$ cat src/hw/rtl/uart_programmed_pulse_channels_macros.svh
// Assertion macros for the pulse channel RTL; used by the top level.
// Expects clk and rst in the scope of the module that uses them.
`ifndef UART_PROGRAMMED_PULSE_CHANNELS_MACROS_SVH
`define UART_PROGRAMMED_PULSE_CHANNELS_MACROS_SVH

// Same-cycle implication, checked outside reset.
`define UPPC_ASSERT_IMPLY(lbl, ante, cons, msg) \
  lbl: assert property (@(posedge clk) disable iff (rst) (ante) |-> (cons)) else $error(msg);

// Next-cycle implication, checked outside reset.
`define UPPC_ASSERT_NEXT(lbl, ante, cons, msg) \
  lbl: assert property (@(posedge clk) disable iff (rst) (ante) |=> (cons)) else $error(msg);

`endif

$ cat src/hw/rtl/uppc_pkg.sv
// Package for the programmed pulse channels: sizes, characters and
// control structs shared by the top level and the channel module.
package uppc_pkg;

  localparam int CHANNEL_COUNT = 3;
  localparam int PIN_COUNT     = 3;
  localparam int FRAME_LEN     = 10;
  localparam int LEN_W         = 4;
  localparam int POS_W         = 4;

  localparam logic [7:0] CHAR_A     = 8'h41;
  localparam logic [7:0] CHAR_T     = 8'h54;
  localparam logic [7:0] CHAR_PLUS  = 8'h2B;
  localparam logic [7:0] DIGIT_BASE = 8'd48;
  localparam logic [7:0] DIGIT_MAX  = 8'd57;

  localparam logic KIND_BYTE = 1'b0;
  localparam logic KIND_TICK = 1'b1;

  typedef struct packed {
    logic tick;    // accepted timer tick
    logic load;    // valid frame addresses this channel
    logic reload;  // valid frame: reload counters, pin off
  } chan_ctrl_t;

  typedef struct packed {
    logic [LEN_W-1:0] delay_len;
    logic [LEN_W-1:0] high_len;
    logic [LEN_W-1:0] low_len;
  } chan_len_t;

  function automatic logic is_digit(input logic [7:0] b);
    return (b >= DIGIT_BASE) && (b <= DIGIT_MAX);
  endfunction

  function automatic logic [LEN_W-1:0] digit_val(input logic [7:0] b);
    logic [7:0] diff;
    diff = b - DIGIT_BASE;
    return diff[LEN_W-1:0];
  endfunction

endpackage

$ cat src/hw/rtl/uppc_channel.sv
// One pulse channel: stored lengths, phase counters and pin level.
// Depends on uppc_pkg for the control and length structs.
module uppc_channel (
  input  logic                clk,
  input  logic                rst,
  input  uppc_pkg::chan_ctrl_t ctrl,
  input  uppc_pkg::chan_len_t  lens,
  output logic                pin_next
);

  uppc_pkg::chan_len_t lengths;
  uppc_pkg::chan_len_t lengths_next;
  uppc_pkg::chan_len_t left;
  uppc_pkg::chan_len_t left_next;
  logic                pin_state;

  always_comb begin
    lengths_next = lengths;
    left_next    = left;
    pin_next     = pin_state;
    if (ctrl.reload) begin
      if (ctrl.load) begin
        lengths_next = lens;
      end
      left_next = lengths_next;
      pin_next  = 1'b1;
    end else if (ctrl.tick) begin
      if (left.delay_len != '0) begin
        left_next.delay_len = left.delay_len - 1'b1;
        pin_next            = 1'b1;
      end else if (left.high_len != '0) begin
        left_next.high_len = left.high_len - 1'b1;
        pin_next           = 1'b0;
      end else if (left.low_len != '0) begin
        left_next.low_len = left.low_len - 1'b1;
        pin_next          = 1'b1;
      end else begin
        // all phases spent: reload, hold the pin
        left_next = lengths;
      end
    end
  end

  always_ff @(posedge clk) begin
    if (rst) begin
      lengths   <= '0;
      left      <= '0;
      pin_state <= 1'b1;
    end else begin
      lengths   <= lengths_next;
      left      <= left_next;
      pin_state <= pin_next;
    end
  end

endmodule

$ cat src/hw/rtl/uart_programmed_pulse_channels.sv
// Programmed pulse channels: frame collection, command check, output register.
// The result of an item is held in the output register from the cycle after it is accepted.
// Throughput: one item per cycle; input stalls only while a held result is stalled.
// Reset clears frame position, channel lengths and counters, and sets all channel pin states off.
// Frame store has no reset; every slot is written before a frame is checked.
// Depends on uppc_pkg, uppc_channel and the assertion macro header.
`include "uart_programmed_pulse_channels_macros.svh"

module uart_programmed_pulse_channels (
  input  logic       clk,
  input  logic       rst,
  input  logic       in_valid,
  output logic       in_stall,
  input  logic       kind,
  input  logic [7:0] rx_byte,
  output logic       out_valid,
  input  logic       out_stall,
  output logic [2:0] pin_levels,
  output logic       echo_valid,
  output logic [7:0] echo_byte,
  output logic       command_done,
  output logic       command_error
);

  localparam int FL = uppc_pkg::FRAME_LEN;
  localparam int PW = uppc_pkg::POS_W;

  logic [7:0]    frame_store [FL];
  logic [PW-1:0] frame_position;
  logic [PW-1:0] frame_position_next;
  logic [PW-1:0] slot;

  logic in_accept;
  logic byte_item;
  logic tick_item;
  logic frame_full;
  logic frame_ok;
  logic [7:0] chan_diff;
  logic chan_ok;
  logic done_next;
  logic err_next;

  uppc_pkg::chan_len_t lens;
  uppc_pkg::chan_ctrl_t ctrl [uppc_pkg::PIN_COUNT];
  logic [uppc_pkg::PIN_COUNT-1:0] pins_next;

  assign in_stall  = out_valid && out_stall;
  assign in_accept = in_valid && !in_stall;
  assign byte_item = in_accept && (kind == uppc_pkg::KIND_BYTE) && (rx_byte != 8'd0);
  assign tick_item = in_accept && (kind == uppc_pkg::KIND_TICK);

  // 'A' or an out-of-range position restarts the frame
  always_comb begin
    if (rx_byte == uppc_pkg::CHAR_A || frame_position >= PW'(FL)) begin
      slot = '0;
    end else begin
      slot = frame_position;
    end
  end

  assign frame_full = (slot == PW'(FL - 1));

  // Tenth byte arrives now; slots 0..8 are in the store
  assign chan_diff = frame_store[3] - uppc_pkg::DIGIT_BASE;
  assign chan_ok   = (frame_store[3] >= uppc_pkg::DIGIT_BASE) &&
                     (chan_diff < 8'(uppc_pkg::CHANNEL_COUNT));
  assign frame_ok  = (frame_store[0] == uppc_pkg::CHAR_A) &&
                     (frame_store[1] == uppc_pkg::CHAR_T) &&
                     (frame_store[2] == uppc_pkg::CHAR_PLUS) &&
                     (frame_store[4] == uppc_pkg::CHAR_PLUS) &&
                     (frame_store[6] == uppc_pkg::CHAR_PLUS) &&
                     (frame_store[8] == uppc_pkg::CHAR_PLUS) &&
                     uppc_pkg::is_digit(frame_store[5]) &&
                     uppc_pkg::is_digit(frame_store[7]) &&
                     uppc_pkg::is_digit(rx_byte) && chan_ok;

  assign done_next = byte_item && frame_full && frame_ok;
  assign err_next  = byte_item && frame_full && !frame_ok;

  assign lens.delay_len = uppc_pkg::digit_val(frame_store[5]);
  assign lens.high_len  = uppc_pkg::digit_val(frame_store[7]);
  assign lens.low_len   = uppc_pkg::digit_val(rx_byte);

  always_comb begin
    frame_position_next = frame_position;
    if (byte_item) begin
      frame_position_next = frame_full ? '0 : slot + 1'b1;
    end
  end

  always_ff @(posedge clk) begin
    if (byte_item) begin
      frame_store[slot] <= rx_byte;
    end
  end

  always_ff @(posedge clk) begin
    if (rst) begin
      frame_position <= '0;
    end else begin
      frame_position <= frame_position_next;
    end
  end

  for (genvar i = 0; i < uppc_pkg::PIN_COUNT; i++) begin : g_chan
    if (i < uppc_pkg::CHANNEL_COUNT) begin : g_live
      assign ctrl[i].tick   = tick_item;
      assign ctrl[i].reload = done_next;
      assign ctrl[i].load   = done_next && (chan_diff == 8'(i));

      uppc_channel u_channel (
        .clk      (clk),
        .rst      (rst),
        .ctrl     (ctrl[i]),
        .lens     (lens),
        .pin_next (pins_next[i])
      );
    end else begin : g_off
      assign ctrl[i]      = '0;
      assign pins_next[i] = 1'b1 | ctrl[i].tick;
    end
  end

  // Output register: load on accept, drop once taken
  always_ff @(posedge clk) begin
    if (rst) begin
      out_valid <= 1'b0;
    end else if (in_accept) begin
      out_valid <= 1'b1;
    end else if (!out_stall) begin
      out_valid <= 1'b0;
    end
  end

  always_ff @(posedge clk) begin
    if (in_accept) begin
      pin_levels    <= pins_next;
      echo_valid    <= byte_item;
      echo_byte     <= byte_item ? rx_byte : 8'd0;
      command_done  <= done_next;
      command_error <= err_next;
    end
  end

  `UPPC_ASSERT_IMPLY(a_done_xor_err, out_valid, !(command_done && command_error), "done and error together")
  `UPPC_ASSERT_IMPLY(a_cmd_needs_echo, out_valid && (command_done || command_error), echo_valid, "command result without echo")
  `UPPC_ASSERT_IMPLY(a_done_pins_off, out_valid && command_done, pin_levels == 3'b111, "pins not off after command")
  `UPPC_ASSERT_NEXT(a_tick_no_echo, tick_item, out_valid && !echo_valid && !command_done && !command_error, "tick gave byte result")
  `UPPC_ASSERT_IMPLY(a_pos_range, 1'b1, frame_position <= PW'(FL - 1), "frame position out of range")

endmodule
$ cat config.mk
export PLATFORM = sky130hd
export DESIGN_NAME = uart_programmed_pulse_channels
export DESIGN_NICKNAME = d
export VERILOG_FILES = /design/src/hw/rtl/uppc_pkg.sv /design/src/hw/rtl/uppc_channel.sv /design/src/hw/rtl/uart_programmed_pulse_channels.sv
export VERILOG_INCLUDE_DIRS = /design/src /design/src/hw/rtl
export SDC_FILE = /design/constraint.sdc
export NUM_CORES = 1
export LEC_CHECK = 0
export ABC_CLOCK_PERIOD_IN_PS = 6760
export BUFFER_PORTS_ARGS = -buffer_cell sky130_fd_sc_hd__clkbuf_2
export CAP_MARGIN = 20
export CORE_UTILIZATION = 66
export CTS_BUF_LIST = sky130_fd_sc_hd__clkbuf_16
export DETAILED_ROUTE_END_ITERATION = 10
export PLACE_DENSITY_LB_ADDON = 0.25
export SETUP_SLACK_MARGIN = 0.15
export SYNTH_ARGS = -nofsm -noshare
export SYNTH_HDL_FRONTEND = slang
export SYNTH_SLANG_ARGS = --single-unit
$ cat constraint.sdc
create_clock -name clk -period 6.76 [get_ports clk]
set_input_delay 0.676 -clock clk [delete_from_list [all_inputs] [get_ports clk]]
set_output_delay 0.676 -clock clk [all_outputs]
set_load 0.1 [all_outputs]
* Word level (Yosys, flattened, before mapping)
Memories as Yosys holds them, arrays and structs flattened. Index checks and enable logic that the tools add are counted.
Storage, ports and cells: register bits 94, RAM bits 80, bits of input ports 13, logic and storage cells 178, memories 1
Operators by class: reduce and logical (&&, ||, !) cells 48, $lt $le $gt $ge 9, $add $sub $neg 14, eq/ne operators 26, bitwise gates (word level) 1, mux-type cells 51
Memories:
- frame_store | words 10, width 8, rd ports 9, clocked after Yosys merged registers in 0, write ports 1, RTL line uart_programmed_pulse_channels.sv:28 | logic [7:0] frame_store [FL];
Operator list (count):
- $mux W12 | 9
- $mux W4 | 17
- $mux W8 | 6
- $sub A4 B1 Y4 const B | 12
- $reduce_bool A4 Y1 | 9
- $eq A8 B6 Y1 const B | 4
- $ge A8 B6 Y1 const B | 4
- $ne A3 B2 Y1 const B | 9
- $reduce_and A3 Y1 | 9
- $eq A8 B7 Y1 const B | 3
- $le A8 B6 Y1 const B | 3
- $logic_and A1 B1 Y1 | 24
- $mux W1 | 19
- $ne A2 B2 Y1 const B | 6
- $eq A8 B1 Y1 const B | 1
- $eq A8 B2 Y1 const B | 1
- $logic_not A8 Y1 | 1
- $lt A8 B2 Y1 const B | 1
- $reduce_bool A8 Y1 | 1
- $sub A8 B6 Y8 const B | 1
- $add A4 B1 Y4 const B | 1
- $eq A4 B4 Y1 const B | 1
- $ge A4 B4 Y1 const B | 1
- $logic_not A1 Y1 | 2
- 4 further kinds | 4

* Longest topological paths before layout
word-level depth 14, mapped depth 9

* Cells and area by module
A second synthesis with hierarchy kept.
Second synthesis, totals: cell total of the unflattened synthesis 767, area, all modules 8044.0 µm²
By module, submodules not included:
- uppc_channel | instances 3, area an instance 1557.7 µm², cells an instance 190
- uart_programmed_pulse_channels | instances 1, area an instance 3370.7 µm², cells an instance 197

* Worst setup path after synthesis
No wires, ideal clock.
path kind input to register, start point input rx_byte[6], end point register g_chan[2].g_live.u_channel.lengths[0] (netlist bit), buffers on the path 2, required time 6.628 ns, library setup time 0.132 ns, setup slack 3.923 ns, stages 8, data arrival time 2.705 ns, path through or4b_2 > nor4_1 > nand2_1 > or3_1 > clkbuf_1 > buf_2 > nand2_1 > a21oi_1
Between the ends: cells in the longest elaborated chain, start to end 8, elaborated cells on any way between the ends 15, classes of those cells order compare: 2; eq/ne: 2; mux: 2; reduce/logical: 9
Ends and longest elaborated chain:
- from (decl) | RTL line uart_programmed_pulse_channels.sv:15 | input logic [7:0] rx_byte,
- $eq A8 B7 Y1 | RTL line uart_programmed_pulse_channels.sv:54 | if (rx_byte == uppc_pkg::CHAR_A || frame_position >= PW'(FL)) begin
- $logic_or A1 B1 Y1 | RTL line uart_programmed_pulse_channels.sv:54
- $mux W4 | RTL line uart_programmed_pulse_channels.sv:54
- $eq A4 B4 Y1 | RTL line uart_programmed_pulse_channels.sv:61 | assign frame_full = (slot == PW'(FL - 1));
- $logic_and A1 B1 Y1 | RTL line uart_programmed_pulse_channels.sv:77 | assign done_next = byte_item && frame_full && frame_ok;
- $logic_and A1 B1 Y1 (*) | RTL line uart_programmed_pulse_channels.sv:77
- $logic_and A1 B1 Y1 | RTL line uart_programmed_pulse_channels.sv:109 | assign ctrl[i].load = done_next && (chan_diff == 8'(i));
- $mux W12 | RTL line uppc_channel.sv:22 | if (ctrl.load) begin
- to (signal assigned) | RTL line uppc_channel.sv:50 | lengths <= lengths_next;
- to (decl) | RTL line uppc_channel.sv:11 | uppc_pkg::chan_len_t lengths;
Every way passes the cells marked *; elsewhere a longest branch is shown, timed or not. A chain may end at the register's enable or synchronous reset.

==> results.yml <==
logic_synthesis:
  synthArstFlopShare_pct: 0
  yosysWarnings: 0
  syn_avg_cell_area_um2: 10.2
  ys_seq_elements: 166
  yosys-top-cells-area: "edfxtp_1 (35%), dfxtp_1 (22%), nand2_1 (5.5%)"
  synth_fp_nets: 748
  synth_top_area_share_pct: 34.7
  seq_area_frac_synth_pct: 56.2
  synth.most_common_cell: "nand2_1"
  syn_area_mm2: 0.00744
  synth_edf_count: 86
  yosys-top-cells-count: "nand2_1 (110), edfxtp_1 (86), dfxtp_1 (80)"
  synth_cell_types: 63
  yosys.area.top_type: "edfxtp_1"
  synth_cells: 726
  synth_flop_cell: "edfxtp_1"
die:
  dieArea_mm2: 0.0117
  die_w_um: 108
  row_count: 38
  pin_count: 29
  die_h_um: 108
  coreArea_mm2: 0.0109
  start_util_pct: 68.0
setup_path:
  cp_slowest_stage_delay_ns: 0.82
  crit_fanout: 15
  critical-path-top-delay-family: "simple AND/OR/NAND/NOR gates"
  path_cells: "or4b_1 -> a2111o_1 -> nor4_1 -> nand3_1 -> o211ai_1 -> a21oi_1"
  worst_setup_path_end_kind: "flip-flop"
  crit_arrival_ns: 3.67
  worst-path-buf-inv: 0
  crit_path_start_kind: "flip-flop"
  worstPathRequired_ns: 7.05
  crit_slowest_cell: "nand3_1"
  worst-setup-path-type: "flip-flop to flip-flop"
layout:
  diodes: 0
  layout-drive-gt1-share_pct: 11.6
  fillCellCount: 696
  nets: 773
  instances_no_fill: 904
  area_delta_synth_final_pct: 11.8
pwr:
  peakVddDrop_v: 0.000236
  powerDensity_mw_per_mm2: 287
  p_leak_uw: 0.00284
placed_design:
  globalplace.congestion: 0.856
  dp_cells: 870
  hpwl_um: 12000
  port_buffers: 28
clock_tree:
  cts_root_buf: "clkbuf_16"
  cts_buffers: 17
  clk_latency_ns: 0.44
  cts_tree: "done"
  post_cts_buffers: 0
  cts_max_level: 4
  holdBufCountCts: 0
  cts.clk_slew.worst_paths_ns: 0.07
  cts_buffer_depth: 2
  ctsResizeCount: 0
  cts_sinks: 166
grt:
  grt_antenna_before_repair: 0
  grt-ovfl-total: 0
  grt_pass1_vias: 6069
  grt_pass1_wl_um: 30600
  grt_max_degree: 66
  globalRouteTotalUtil_pct: 35.4
routing:
  ant_nets: 0
  wl_um: 19200
  vias: 6199
  wire_per_inst_um: 21.3
  firstDrtPassIters: 8
  via_per_inst: 6.86
  drc_errors: 0
  drt_iter0_markers: 679
timing:
  tightestPinTransition_ns: 1.02
  max_freq_ghz: 0.296
  slew_violations: 0
  hold_viol: 0
  slew_headroom_pct: 32.2
  finalSetupViolCount: 0
  period_needed_ns: 3.37
  rsz0062_at_grt: "no"
  finalClockSkew_ns: 0.00999
  fin_crit_sh_pct: 49.9
  fin_tns_setup_ns: 0
status:
  outcome: "complete, no violations"
run:
  cap_viol_max_count: 0
hold_path:
  hp-class: "flip-flop to flip-flop"
-- cells by family (layout without fill, tap and decap cells) --
| kind of cell | count (synthesis) | after routing | synth area share (%) |
|---|---|---|---|
| simple gates | 276 | 276 | 19.5 |
| mux | 22 | 22 | 3.01 |
| xor+xnor | 2 | 2 | 0.235 |
| fa+ha+maj | 9 | 9 | 1.51 |
| buf+inv | 66 | 104 | 3.51 |
| compound gates | 185 | 185 | 16.0 |
| flops | 166 | 166 | 56.2 |
-- worst min-delay path, cell delays in order (launching register included) --
cell     delay, ns
dfxtp_1       0.31
nand2_1       0.05
a21oi_1       0.05
-- final cells by class --
cell class,instances,area (um^2),share of cell area [%]
clock buffer,17,425,5.11
clock inverter,15,188,2.26
inverter,31,116,1.40
multi-input combinational,494,3000,36.0
sequential,166,4180,50.3
tap,140,175,2.11
timing repair buffer,41,235,2.83
-- metal layers --
| layer | part of all wire [%] | wire length, um | vias up | GRT usage (%) |
|---|---|---|---|---|
| li1 | - | - | 2787 | - |
| met1 | 39 | 7420 | 2960 | 45.4 |
| met2 | 48 | 9210 | 382 | 55.6 |
| met3 | 10 | 1990 | 70 | 9.04 |
| met4 | 3.3 | 629 | 0 | 17.8 |
| met5 | 0 | 0 | - | 0 |
-- power by group --
part           total (uW)  leakage [uW]  internal [uW]  switching (uW)
logic                 277       0.00112           84.7             192
registers            1100       0.00143           1090            19.5
clock network        1000      0.000295            612             391
-- cells in the final DEF, fill, tap and decap left out, types with 26 or more instances in the layout --
cell,count
inv_1,32
clkbuf_2,28
edfxtp_1,86
dfxtp_1,80
nand2_1,110
a211oi_1,26
nor2_1,26
a21oi_1,62
nor3_1,31
o21ai_0,27
-- registers in the layout (all words and copies together), names as in the netlist --
name	cells
command_done	1
command_error	1
echo_byte	8
echo_valid	1
frame_position	4
frame_store	72
g_chan.g_live.u_channel.left	36
g_chan.g_live.u_channel.lengths	36
g_chan.g_live.u_channel.pin_state	3
out_valid	1
pin_levels	3
-- per-stage QoR --
stage / util (%) / total power [uW] / instance area [um^2] / hold WS (ns) / worst slack, ns
global placement: 70.4 / 1380 / 7690 / 0.440 / 3.28
floorplan: - / 1320 / 7440 / 0.432 / 3.92
CTS: 76.0 / 2380 / 8310 / 0.456 / 3.41
global route: 76.1 / 2460 / 8320 / 0.482 / 3.15
finish: 76.1 / 2380 / 8320 / 0.455 / 3.39
detailed placement: 70.4 / 1390 / 7690 / 0.447 / 3.13
-- path summary, 6_finish.rpt --
path                                                         endpoint                                  start  slack [ns]  cells past startpoint
worst max-delay path              g_chan[2].g_live.u_channel.left[11]                      frame_store[1][1]        3.39                      6
worst min-delay path            g_chan[1].g_live.u_channel.lengths[8]  g_chan[1].g_live.u_channel.lengths[8]        0.46                      2
worst max register to register    g_chan[2].g_live.u_channel.left[11]                      frame_store[1][1]        3.39                      6
worst min register to register  g_chan[1].g_live.u_channel.lengths[8]  g_chan[1].g_live.u_channel.lengths[8]        0.46                      2
No activity file was read; power rests on OpenSTA's default activity.
